==> src/hw/rtl/ibcc_pkg.sv <==
`default_nettype none
package ibcc_pkg;

  localparam int AXES       = 3;
  localparam int AXIS_SLOTS = 3;
  localparam int Z_AXIS     = 2;
  localparam int DIV_BITS   = 32;

  localparam logic [1:0] CMD_SAMPLE = 2'd0;
  localparam logic [1:0] CMD_BEGIN  = 2'd1;
  localparam logic [1:0] CMD_ABORT  = 2'd2;

  localparam logic SENSOR_GYRO  = 1'b0;
  localparam logic SENSOR_ACCEL = 1'b1;

  localparam logic REG_SAMPLE_COUNT = 1'b0;
  localparam logic REG_ACCEL_RANGE  = 1'b1;

  localparam logic [15:0] SAMPLE_COUNT_RST = 16'd1000;

  typedef enum logic [2:0] {
    ST_IDLE,
    ST_EXEC,
    ST_DIV_LOAD,
    ST_DIV_STEP,
    ST_DIV_STORE,
    ST_PUSH
  } state_t;

  typedef struct packed {
    logic capture;
    logic exec;
    logic div_load;
    logic div_step;
    logic div_store;
    logic out_load;
  } dp_cmd_t;

  typedef struct packed {
    logic finish;
    logic step_last;
    logic axis_last;
  } dp_stat_t;

  // one g in lsb for each accel full scale
  function automatic logic [15:0] one_g_lsb(input logic [1:0] rng);
    logic [15:0] g;
    case (rng)
      2'd0:    g = 16'd2048;
      2'd1:    g = 16'd4096;
      2'd2:    g = 16'd8192;
      default: g = 16'd16384;
    endcase
    return g;
  endfunction

endpackage
`default_nettype wire

==> src/hw/rtl/ibcc_ctrl.sv <==
`default_nettype none
module ibcc_ctrl import ibcc_pkg::*; (
  input  wire logic     clk,
  input  wire logic     rst_n,
  input  wire logic     in_valid,
  output logic          in_stall,
  output logic          out_valid,
  input  wire logic     out_stall,
  input  wire dp_stat_t stat,
  output dp_cmd_t       cmd
);

  state_t state_r, state_nxt;
  logic   out_valid_r, out_valid_nxt;

  always_comb begin
    state_nxt = state_r;
    case (state_r)
      ST_IDLE:      if (in_valid) state_nxt = ST_EXEC;
      ST_EXEC:      state_nxt = stat.finish ? ST_DIV_LOAD : ST_PUSH;
      ST_DIV_LOAD:  state_nxt = ST_DIV_STEP;
      ST_DIV_STEP:  if (stat.step_last) state_nxt = ST_DIV_STORE;
      ST_DIV_STORE: state_nxt = stat.axis_last ? ST_PUSH : ST_DIV_LOAD;
      ST_PUSH:      if (!out_valid_r || !out_stall) state_nxt = ST_IDLE;
      default:      state_nxt = ST_IDLE;
    endcase
  end

  always_comb begin
    cmd       = '0;
    in_stall  = 1'b1;
    case (state_r)
      ST_IDLE: begin
        in_stall    = 1'b0;
        cmd.capture = in_valid;
      end
      ST_EXEC:      cmd.exec      = 1'b1;
      ST_DIV_LOAD:  cmd.div_load  = 1'b1;
      ST_DIV_STEP:  cmd.div_step  = 1'b1;
      ST_DIV_STORE: cmd.div_store = 1'b1;
      ST_PUSH:      cmd.out_load  = !out_valid_r || !out_stall;
      default:      cmd = '0;
    endcase
  end

  // output beat register: loaded from push, cleared when taken
  always_comb begin
    if (cmd.out_load) begin
      out_valid_nxt = 1'b1;
    end else if (!out_stall) begin
      out_valid_nxt = 1'b0;
    end else begin
      out_valid_nxt = out_valid_r;
    end
  end

  always_ff @(posedge clk) begin
    if (!rst_n) begin
      state_r     <= ST_IDLE;
      out_valid_r <= 1'b0;
    end else begin
      state_r     <= state_nxt;
      out_valid_r <= out_valid_nxt;
    end
  end

  assign out_valid = out_valid_r;

endmodule
`default_nettype wire

==> src/hw/rtl/ibcc_dp.sv <==
`default_nettype none
module ibcc_dp import ibcc_pkg::*; (
  input  wire logic               clk,
  input  wire logic               rst_n,
  input  wire logic               cfg_wr_en,
  input  wire logic               cfg_index,
  input  wire logic        [15:0] cfg_data,
  input  wire logic        [1:0]  in_command,
  input  wire logic               in_sensor,
  input  wire logic signed [15:0] in_raw_x,
  input  wire logic signed [15:0] in_raw_y,
  input  wire logic signed [15:0] in_raw_z,
  input  wire dp_cmd_t            cmd,
  output dp_stat_t                stat,
  output logic                    out_sensor,
  output logic signed      [15:0] out_x,
  output logic signed      [15:0] out_y,
  output logic signed      [15:0] out_z,
  output logic                    out_calibrating,
  output logic                    out_calibration_done
);

  // configuration
  logic [15:0] sample_count_r;
  logic [1:0]  accel_range_r;

  // captured item
  logic [1:0]  cmd_r;
  logic        sensor_r;
  logic [15:0] raw_r [AXIS_SLOTS];

  // calibration state
  logic [15:0] gyro_off_r  [AXIS_SLOTS];
  logic [15:0] gyro_off_nxt [AXIS_SLOTS];
  logic [15:0] accel_off_r  [AXIS_SLOTS];
  logic [15:0] accel_off_nxt [AXIS_SLOTS];
  logic [31:0] sum_r   [AXIS_SLOTS];
  logic [31:0] sum_nxt [AXIS_SLOTS];
  logic [15:0] taken_r, taken_nxt;
  logic        active_r, active_nxt;
  logic        target_r, target_nxt;

  // staged result
  logic [15:0] res_r   [AXIS_SLOTS];
  logic [15:0] res_nxt [AXIS_SLOTS];
  logic        done_r, done_nxt;

  // shared serial divider
  logic [1:0]  ax_r, ax_nxt;
  logic [4:0]  cnt_r, cnt_nxt;
  logic [31:0] dvd_r, dvd_nxt;
  logic [15:0] rem_r, rem_nxt;
  logic        neg_r, neg_nxt;

  // output beat payload
  logic        o_sensor_r;
  logic [15:0] o_res_r [AXIS_SLOTS];
  logic        o_cal_r;
  logic        o_done_r;

  logic        cal_hit;
  logic [15:0] taken_inc;
  logic        finish;
  logic [31:0] sum_sel;
  logic [16:0] shifted;
  logic [17:0] diff;
  logic        qbit;
  logic [15:0] quot;

  assign cal_hit   = (cmd_r == CMD_SAMPLE) && active_r && (sensor_r == target_r);
  assign taken_inc = taken_r + 16'd1;
  assign finish    = cal_hit && (taken_inc >= sample_count_r);

  assign sum_sel = sum_r[ax_r];
  assign shifted = {rem_r, dvd_r[31]};
  assign diff    = {1'b0, shifted} - {2'b00, taken_r};
  assign qbit    = !diff[17];
  assign quot    = neg_r ? (16'd0 - dvd_r[15:0]) : dvd_r[15:0];

  assign stat.finish    = finish;
  assign stat.step_last = (cnt_r == 5'(DIV_BITS - 1));
  assign stat.axis_last = (ax_r == 2'(AXES - 1));

  always_comb begin
    gyro_off_nxt  = gyro_off_r;
    accel_off_nxt = accel_off_r;
    sum_nxt       = sum_r;
    taken_nxt     = taken_r;
    active_nxt    = active_r;
    target_nxt    = target_r;
    res_nxt       = res_r;
    done_nxt      = done_r;
    ax_nxt        = ax_r;
    cnt_nxt       = cnt_r;
    dvd_nxt       = dvd_r;
    rem_nxt       = rem_r;
    neg_nxt       = neg_r;

    if (cmd.exec) begin
      done_nxt = 1'b0;
      ax_nxt   = 2'd0;
      for (int a = 0; a < AXIS_SLOTS; a++) begin
        res_nxt[a] = '0;
      end
      case (cmd_r)
        CMD_SAMPLE: begin
          if (cal_hit) begin
            // target sensor passes raw while its sums build up
            for (int a = 0; a < AXES; a++) begin
              sum_nxt[a] = sum_r[a] + {{16{raw_r[a][15]}}, raw_r[a]};
              res_nxt[a] = raw_r[a];
            end
            taken_nxt = taken_inc;
            if (finish) begin
              active_nxt = 1'b0;
              done_nxt   = 1'b1;
            end
          end else begin
            for (int a = 0; a < AXES; a++) begin
              res_nxt[a] = raw_r[a] -
                           ((sensor_r == SENSOR_ACCEL) ? accel_off_r[a] : gyro_off_r[a]);
            end
          end
        end
        CMD_BEGIN: begin
          if (sample_count_r != 16'd0) begin
            active_nxt = 1'b1;
            target_nxt = sensor_r;
            taken_nxt  = '0;
            for (int a = 0; a < AXIS_SLOTS; a++) begin
              sum_nxt[a] = '0;
            end
          end
        end
        CMD_ABORT: active_nxt = 1'b0;
        default: ;
      endcase
    end

    // divide magnitude, sign restored at store
    if (cmd.div_load) begin
      neg_nxt = sum_sel[31];
      dvd_nxt = sum_sel[31] ? (32'd0 - sum_sel) : sum_sel;
      rem_nxt = '0;
      cnt_nxt = '0;
    end

    if (cmd.div_step) begin
      rem_nxt = qbit ? diff[15:0] : shifted[15:0];
      dvd_nxt = {dvd_r[30:0], qbit};
      cnt_nxt = cnt_r + 5'd1;
    end

    if (cmd.div_store) begin
      if (sensor_r == SENSOR_ACCEL) begin
        if (32'(ax_r) == Z_AXIS) begin
          accel_off_nxt[ax_r] = quot - one_g_lsb(accel_range_r);
        end else begin
          accel_off_nxt[ax_r] = quot;
        end
      end else begin
        gyro_off_nxt[ax_r] = quot;
      end
      ax_nxt = ax_r + 2'd1;
    end
  end

  always_ff @(posedge clk) begin
    if (!rst_n) begin
      sample_count_r <= SAMPLE_COUNT_RST;
      accel_range_r  <= 2'd0;
      taken_r        <= '0;
      active_r       <= 1'b0;
      target_r       <= 1'b0;
      ax_r           <= '0;
      cnt_r          <= '0;
      for (int a = 0; a < AXIS_SLOTS; a++) begin
        gyro_off_r[a]  <= '0;
        accel_off_r[a] <= '0;
        sum_r[a]       <= '0;
      end
    end else begin
      if (cfg_wr_en) begin
        case (cfg_index)
          REG_SAMPLE_COUNT: sample_count_r <= cfg_data;
          REG_ACCEL_RANGE:  accel_range_r  <= cfg_data[1:0];
          default: ;
        endcase
      end
      taken_r     <= taken_nxt;
      active_r    <= active_nxt;
      target_r    <= target_nxt;
      ax_r        <= ax_nxt;
      cnt_r       <= cnt_nxt;
      gyro_off_r  <= gyro_off_nxt;
      accel_off_r <= accel_off_nxt;
      sum_r       <= sum_nxt;
    end
  end

  always_ff @(posedge clk) begin
    if (cmd.capture) begin
      cmd_r    <= in_command;
      sensor_r <= in_sensor;
      raw_r[0] <= in_raw_x;
      raw_r[1] <= in_raw_y;
      raw_r[2] <= in_raw_z;
    end
    res_r  <= res_nxt;
    done_r <= done_nxt;
    dvd_r  <= dvd_nxt;
    rem_r  <= rem_nxt;
    neg_r  <= neg_nxt;
    if (cmd.out_load) begin
      o_sensor_r <= sensor_r;
      o_res_r    <= res_r;
      o_cal_r    <= active_r;
      o_done_r   <= done_r;
    end
  end

  assign out_sensor           = o_sensor_r;
  assign out_x                = o_res_r[0];
  assign out_y                = o_res_r[1];
  assign out_z                = o_res_r[2];
  assign out_calibrating      = o_cal_r;
  assign out_calibration_done = o_done_r;

endmodule
`default_nettype wire

==> src/hw/rtl/imu_bias_calibrate_correct.sv <==
// an input beat is captured, run in EXEC, then pushed to the output beat register;
// no new item enters until the last is pushed; a sample that completes a calibration
// runs the shared serial divider per axis (load, 32 one-bit steps, store), 3 axes
// output beat register lets a new item enter while a result waits
// rst_n synchronous active low: offsets, sums, counters cleared, sample_count 1000
`default_nettype none
module imu_bias_calibrate_correct import ibcc_pkg::*; (
  input  wire logic               clk,
  input  wire logic               rst_n,
  input  wire logic               cfg_wr_en,
  input  wire logic               cfg_index,
  input  wire logic        [15:0] cfg_data,
  input  wire logic               in_valid,
  output logic                    in_stall,
  input  wire logic        [1:0]  in_command,
  input  wire logic               in_sensor,
  input  wire logic signed [15:0] in_raw_x,
  input  wire logic signed [15:0] in_raw_y,
  input  wire logic signed [15:0] in_raw_z,
  output logic                    out_valid,
  input  wire logic               out_stall,
  output logic                    out_sensor,
  output logic signed      [15:0] out_x,
  output logic signed      [15:0] out_y,
  output logic signed      [15:0] out_z,
  output logic                    out_calibrating,
  output logic                    out_calibration_done
);

  dp_cmd_t  cmd;
  dp_stat_t stat;

  ibcc_ctrl u_ctrl (
    .clk       (clk),
    .rst_n     (rst_n),
    .in_valid  (in_valid),
    .in_stall  (in_stall),
    .out_valid (out_valid),
    .out_stall (out_stall),
    .stat      (stat),
    .cmd       (cmd)
  );

  ibcc_dp u_dp (
    .clk                  (clk),
    .rst_n                (rst_n),
    .cfg_wr_en            (cfg_wr_en),
    .cfg_index            (cfg_index),
    .cfg_data             (cfg_data),
    .in_command           (in_command),
    .in_sensor            (in_sensor),
    .in_raw_x             (in_raw_x),
    .in_raw_y             (in_raw_y),
    .in_raw_z             (in_raw_z),
    .cmd                  (cmd),
    .stat                 (stat),
    .out_sensor           (out_sensor),
    .out_x                (out_x),
    .out_y                (out_y),
    .out_z                (out_z),
    .out_calibrating      (out_calibrating),
    .out_calibration_done (out_calibration_done)
  );

endmodule
`default_nettype wire

==> config.mk <==
export PLATFORM = sky130hd
export DESIGN_NAME = imu_bias_calibrate_correct
export DESIGN_NICKNAME = d
export VERILOG_FILES = /design/src/hw/rtl/ibcc_pkg.sv /design/src/hw/rtl/ibcc_ctrl.sv /design/src/hw/rtl/ibcc_dp.sv /design/src/hw/rtl/imu_bias_calibrate_correct.sv
export SDC_FILE = /design/constraint.sdc
export NUM_CORES = 1
export LEC_CHECK = 0
export BUFFER_PORTS_ARGS = -buffer_cell sky130_fd_sc_hd__buf_4
export CORE_ASPECT_RATIO = 1.75
export CORE_UTILIZATION = 35
export DETAILED_ROUTE_END_ITERATION = 6
export GPL_ROUTABILITY_DRIVEN = 0
export GPL_TIMING_DRIVEN = 0
export SLEW_MARGIN = 20
export SYNTH_ARGS = -nofsm -noshare
export SYNTH_HDL_FRONTEND = slang
export SYNTH_SLANG_ARGS = --single-unit
==> constraint.sdc <==
create_clock -name clk -period 4.7 [get_ports clk]
set_clock_uncertainty 0.05 [all_clocks]
set_input_delay 0.235 -clock clk [delete_from_list [all_inputs] [get_ports clk]]
set_output_delay 0.235 -clock clk [all_outputs]
set_load 0.01 [all_outputs]
==> flow_summary.yaml <==
route:
  drc: 0
  post_drt_wl_per_cell_um: 20.7
  vias: 21592
  dr.pass1.iters: 5
  wirelength_um: 82200
  routed_via_density: 5.44
  drt_iter0_drc: 1205
  final_antenna_net_count: 0
pwr:
  swShare_pct: 36.8
  irDropWorstVdd_mv: 0.251
  seqPwrFrac_pct: 38.7
  leakage_nw: 12.8
  comb_power_share_pct: 34.3
  powerDensity_mw_per_mm2: 443
  p_int_mw: 8.53
  clkPwrFrac_pct: 27.0
  p_sw_mw: 4.96
synthesis:
  synth_area_mm2: 0.0260
  ys_warn_count: 0
  synthArstFlopShare_pct: 0
  syn_nets: 3011
  synth_ff_type: "dfxtp_1"
  synth_edf_count: 200
  synth.distinct_cells: 82
  yosys_register_bits: 439
  synthCells: 2748
  ys_seq_area_share_pct: 41.6
  avgSynthCellArea_um2: 9.45
floorplanning:
  die-area_mm2: 0.0753
  row_count: 131
  start_util_pct: 35.5
  die_h_um: 362
  ios: 126
  coreArea_mm2: 0.0731
  die_x_um: 208
clock_network:
  cts_tree: "yes"
  root_buffer: "clkbuf_16"
  cts.sinks: 439
  numCtsBuffers: 45
  clkLatencyLatePin_ns: 0.60
  cts_buffer_depth: 3
  htreeDepth: 2
  path_clk_slew_ns: 0.07
global_routing:
  overflow: 0
  grt_pass1_vias: 21760
  grt_pass1_wl_um: 124000
  grt_max_degree: 54
  grtUsageTotal_pct: 21.5
  grt_antenna_before_repair: 1
sta:
  fmaxAchievable_mhz: 220
  relSlewSlack_pct: 25.2
  setup_violations: 0
  rsz0062_at_grt: "false"
  min_period_ns: 4.54
  finalHoldViolations: 0
  worst_pin_slew_ns: 1.12
  timing.setup.tns_ns: 0
  post-route-period-util_pct: 96.7
  drv_slew: 0
setup_path:
  required_ns: 5.18
  r2r-end: "u_dp.taken_r[10]$_SDFFE_PN0P_"
  cp-startpoint: "u_dp.cmd_r[0]$_DFFE_PP_"
  crit_type: "register to register"
  arrival_ns: 5.02
  regToRegSetupSlack_ns: 0.16
  r2r.worst_path.cells: 9
  cp-start-kind: "register"
  rr_startpoint: "u_dp.cmd_r[0]$_DFFE_PP_"
  endpoint_kind: "register"
  path_max_fanout: 10
  endpoint: "u_dp.taken_r[10]$_SDFFE_PN0P_"
run_status:
  outcome: "complete, no violations"
layout:
  area_growth_pct: 17.2
  fin_cells: 3969
  fin_nets: 3264
  diodes: 0
  drive_above_1_share_pct: 8.13
  stdcell_area_mm2: 0.0304
  n_fill_cell: 7251
job:
  maxCapViolCount: 0
placement:
  place_area_mm2: 0.0282
  dp.cells: 3810
  dpl.hpwl_um: 63900
  numPortBuffers: 125
hold_path:
  hp-class: "input port to register"
[metrics by stage]
stage | worst slack [ns] | hold WS [ns] | power (mW) | util [%]
global route | 0.0399 | 0.136 | 14.2 | 41.6
finish | 0.155 | 0.102 | 13.5 | 41.6
floorplan | 0.840 | 0.284 | 8.34 | -
global placement | -1.22 | 0.351 | 9.76 | 38.4
detailed placement | -0.710 | 0.355 | 9.83 | 38.6
CTS | 0.0826 | 0.0997 | 13.6 | 41.6
[worst max-delay path: stages (launching register included)]
cell and delay, ns:
edfxtp_1 0.45, or2_1 0.25, clkbuf_1 0.22, nor3b_2 0.90, o21ai_1 0.42, nor2_1 0.49, clkbuf_1 0.56, buf_1 0.79
nand3_1 0.16, a21boi_1 0.17
[synth_stat cells (53+ instances only)]
cell type  number  area share (%)
nand2_1       357             5.2
dfxtp_1       239              18
edfxtp_1      200              23
ha_1          182             8.8
a21oi_1       154             3.0
nor2_1        130             1.9
xnor2_1       109             3.7
clkbuf_1      106             1.5
o21ai_0        99             1.9
mux2i_1        98             3.8
inv_1          90             1.3
a21o_1         83             2.4
o21ai_1        82             1.6
o211a_1        77             3.0
nor2b_1        73             1.8
xor2_1         72             2.4
nand3_1        53             1.0
[how the worst min path moves through the flow]
stage               slack, ns                         start  cells after the start                        to
floorplan                0.28                 in_command[0]                      0   u_dp.cmd_r[0]$_DFFE_PP_
CTS                       0.1                      in_valid                      3   u_dp.cmd_r[1]$_DFFE_PP_
finish                   0.10                      in_valid                      3   u_dp.cmd_r[1]$_DFFE_PP_
global placement         0.35  u_dp.res_r[45]$_SDFFCE_PN0P_                      0  u_dp.out_x[13]$_DFFE_PP_
detailed placement       0.35  u_dp.res_r[21]$_SDFFCE_PN0P_                      0   u_dp.out_y[5]$_DFFE_PP_
global route             0.14                      in_valid                      3   u_dp.cmd_r[0]$_DFFE_PP_
[sequential cells by signal (all words and copies together), names as in the netlist, 2 cells and up, named ones only]
signal / cells
u_dp.out_z: 16
u_dp.rem_r: 16
u_dp.dvd_r: 32
u_dp.sample_count_r: 16
u_dp.out_x: 16
u_dp.accel_range_r: 2
u_dp.out_y: 16
u_dp.taken_r: 16
u_dp.accel_off_r: 15
u_dp.cmd_r: 2
u_ctrl.state_r: 3
u_dp.raw_r: 48
u_dp.gyro_off_r: 48
u_dp.sum_r: 96
u_dp.ax_r: 2
u_dp.cnt_r: 5
u_dp.res_r: 48
[cells by family (layout without fill, tap and decap cells)]
family / count (synthesis) / count (layout) / share of synthesized area, %
buf+inv: 220 / 510 / 3.27
flops: 439 / 439 / 41.6
fa+ha+maj: 190 / 190 / 9.39
mux: 102 / 102 / 3.95
compound gates: 800 / 800 / 20.9
simple gates: 816 / 816 / 14.8
xor+xnor: 181 / 181 / 6.11
[area by class of cell]
cell class | count | area [um2] | share of cell area, %
multi-input cells | 2089 | 14300 | 47.1
flip-flops and latches | 439 | 10800 | 35.5
repair buffers | 207 | 1830 | 6.02
clock buffers | 55 | 1230 | 4.03
well taps | 931 | 1160 | 3.83
plain buffers | 127 | 504 | 1.66
inverters | 92 | 350 | 1.15
clock inverters | 29 | 226 | 0.744
[layout by cell type, fill, tap and decap left out, drive strengths merged, types with 30 or more instances in the layout]
cell / Yosys / layout
a21boi: 46 / 46
nand3: 53 / 53
o22ai: 30 / 30
mux2i: 98 / 98
o21ai: 181 / 181
dlygate4sd3: 0 / 74
a21o: 84 / 84
o211a: 77 / 77
nor3: 35 / 35
a22o: 31 / 31
dfxtp: 239 / 239
buf: 22 / 155
inv: 92 / 94
edfxtp: 200 / 200
ha: 182 / 182
nand2: 357 / 357
xnor2: 109 / 109
nor2b: 73 / 73
xor2: 72 / 72
nor2: 130 / 130
a21oi: 154 / 154
clkbuf: 106 / 160
[power by group through the flow]
stage | Sequential [mW] | Combinational [mW] | Clock, mW
2_1_floorplan | 5.08 | 3.26 | 0
6_report | 5.22 | 4.63 | 3.64
5_1_grt | 5.26 | 5.08 | 3.86
4_1_cts | 5.22 | 4.60 | 3.73
3_3_place_gp | 5.35 | 4.41 | 0
3_5_place_dp | 5.29 | 4.54 | 0
[timing repair]
item | 4_1_cts | 5_1_grt
resized for setup | 4 | 0
hold buffers | 74 | 0
hold endpoints to repair | 74 | 0
setup endpoints to repair | 22 | 4
setup buffers | 0 | 2
[layer usage]
layer / vias to the layer above / wire length, um / track usage [%]
li1: 10547 / - / -
met5: - / 19 / 0
met1: 10294 / 29300 / 20.7
met2: 519 / 43500 / 41.6
met3: 230 / 2610 / 2.20
met4: 2 / 6810 / 16.7
No activity file was read; power rests on OpenSTA's default activity.
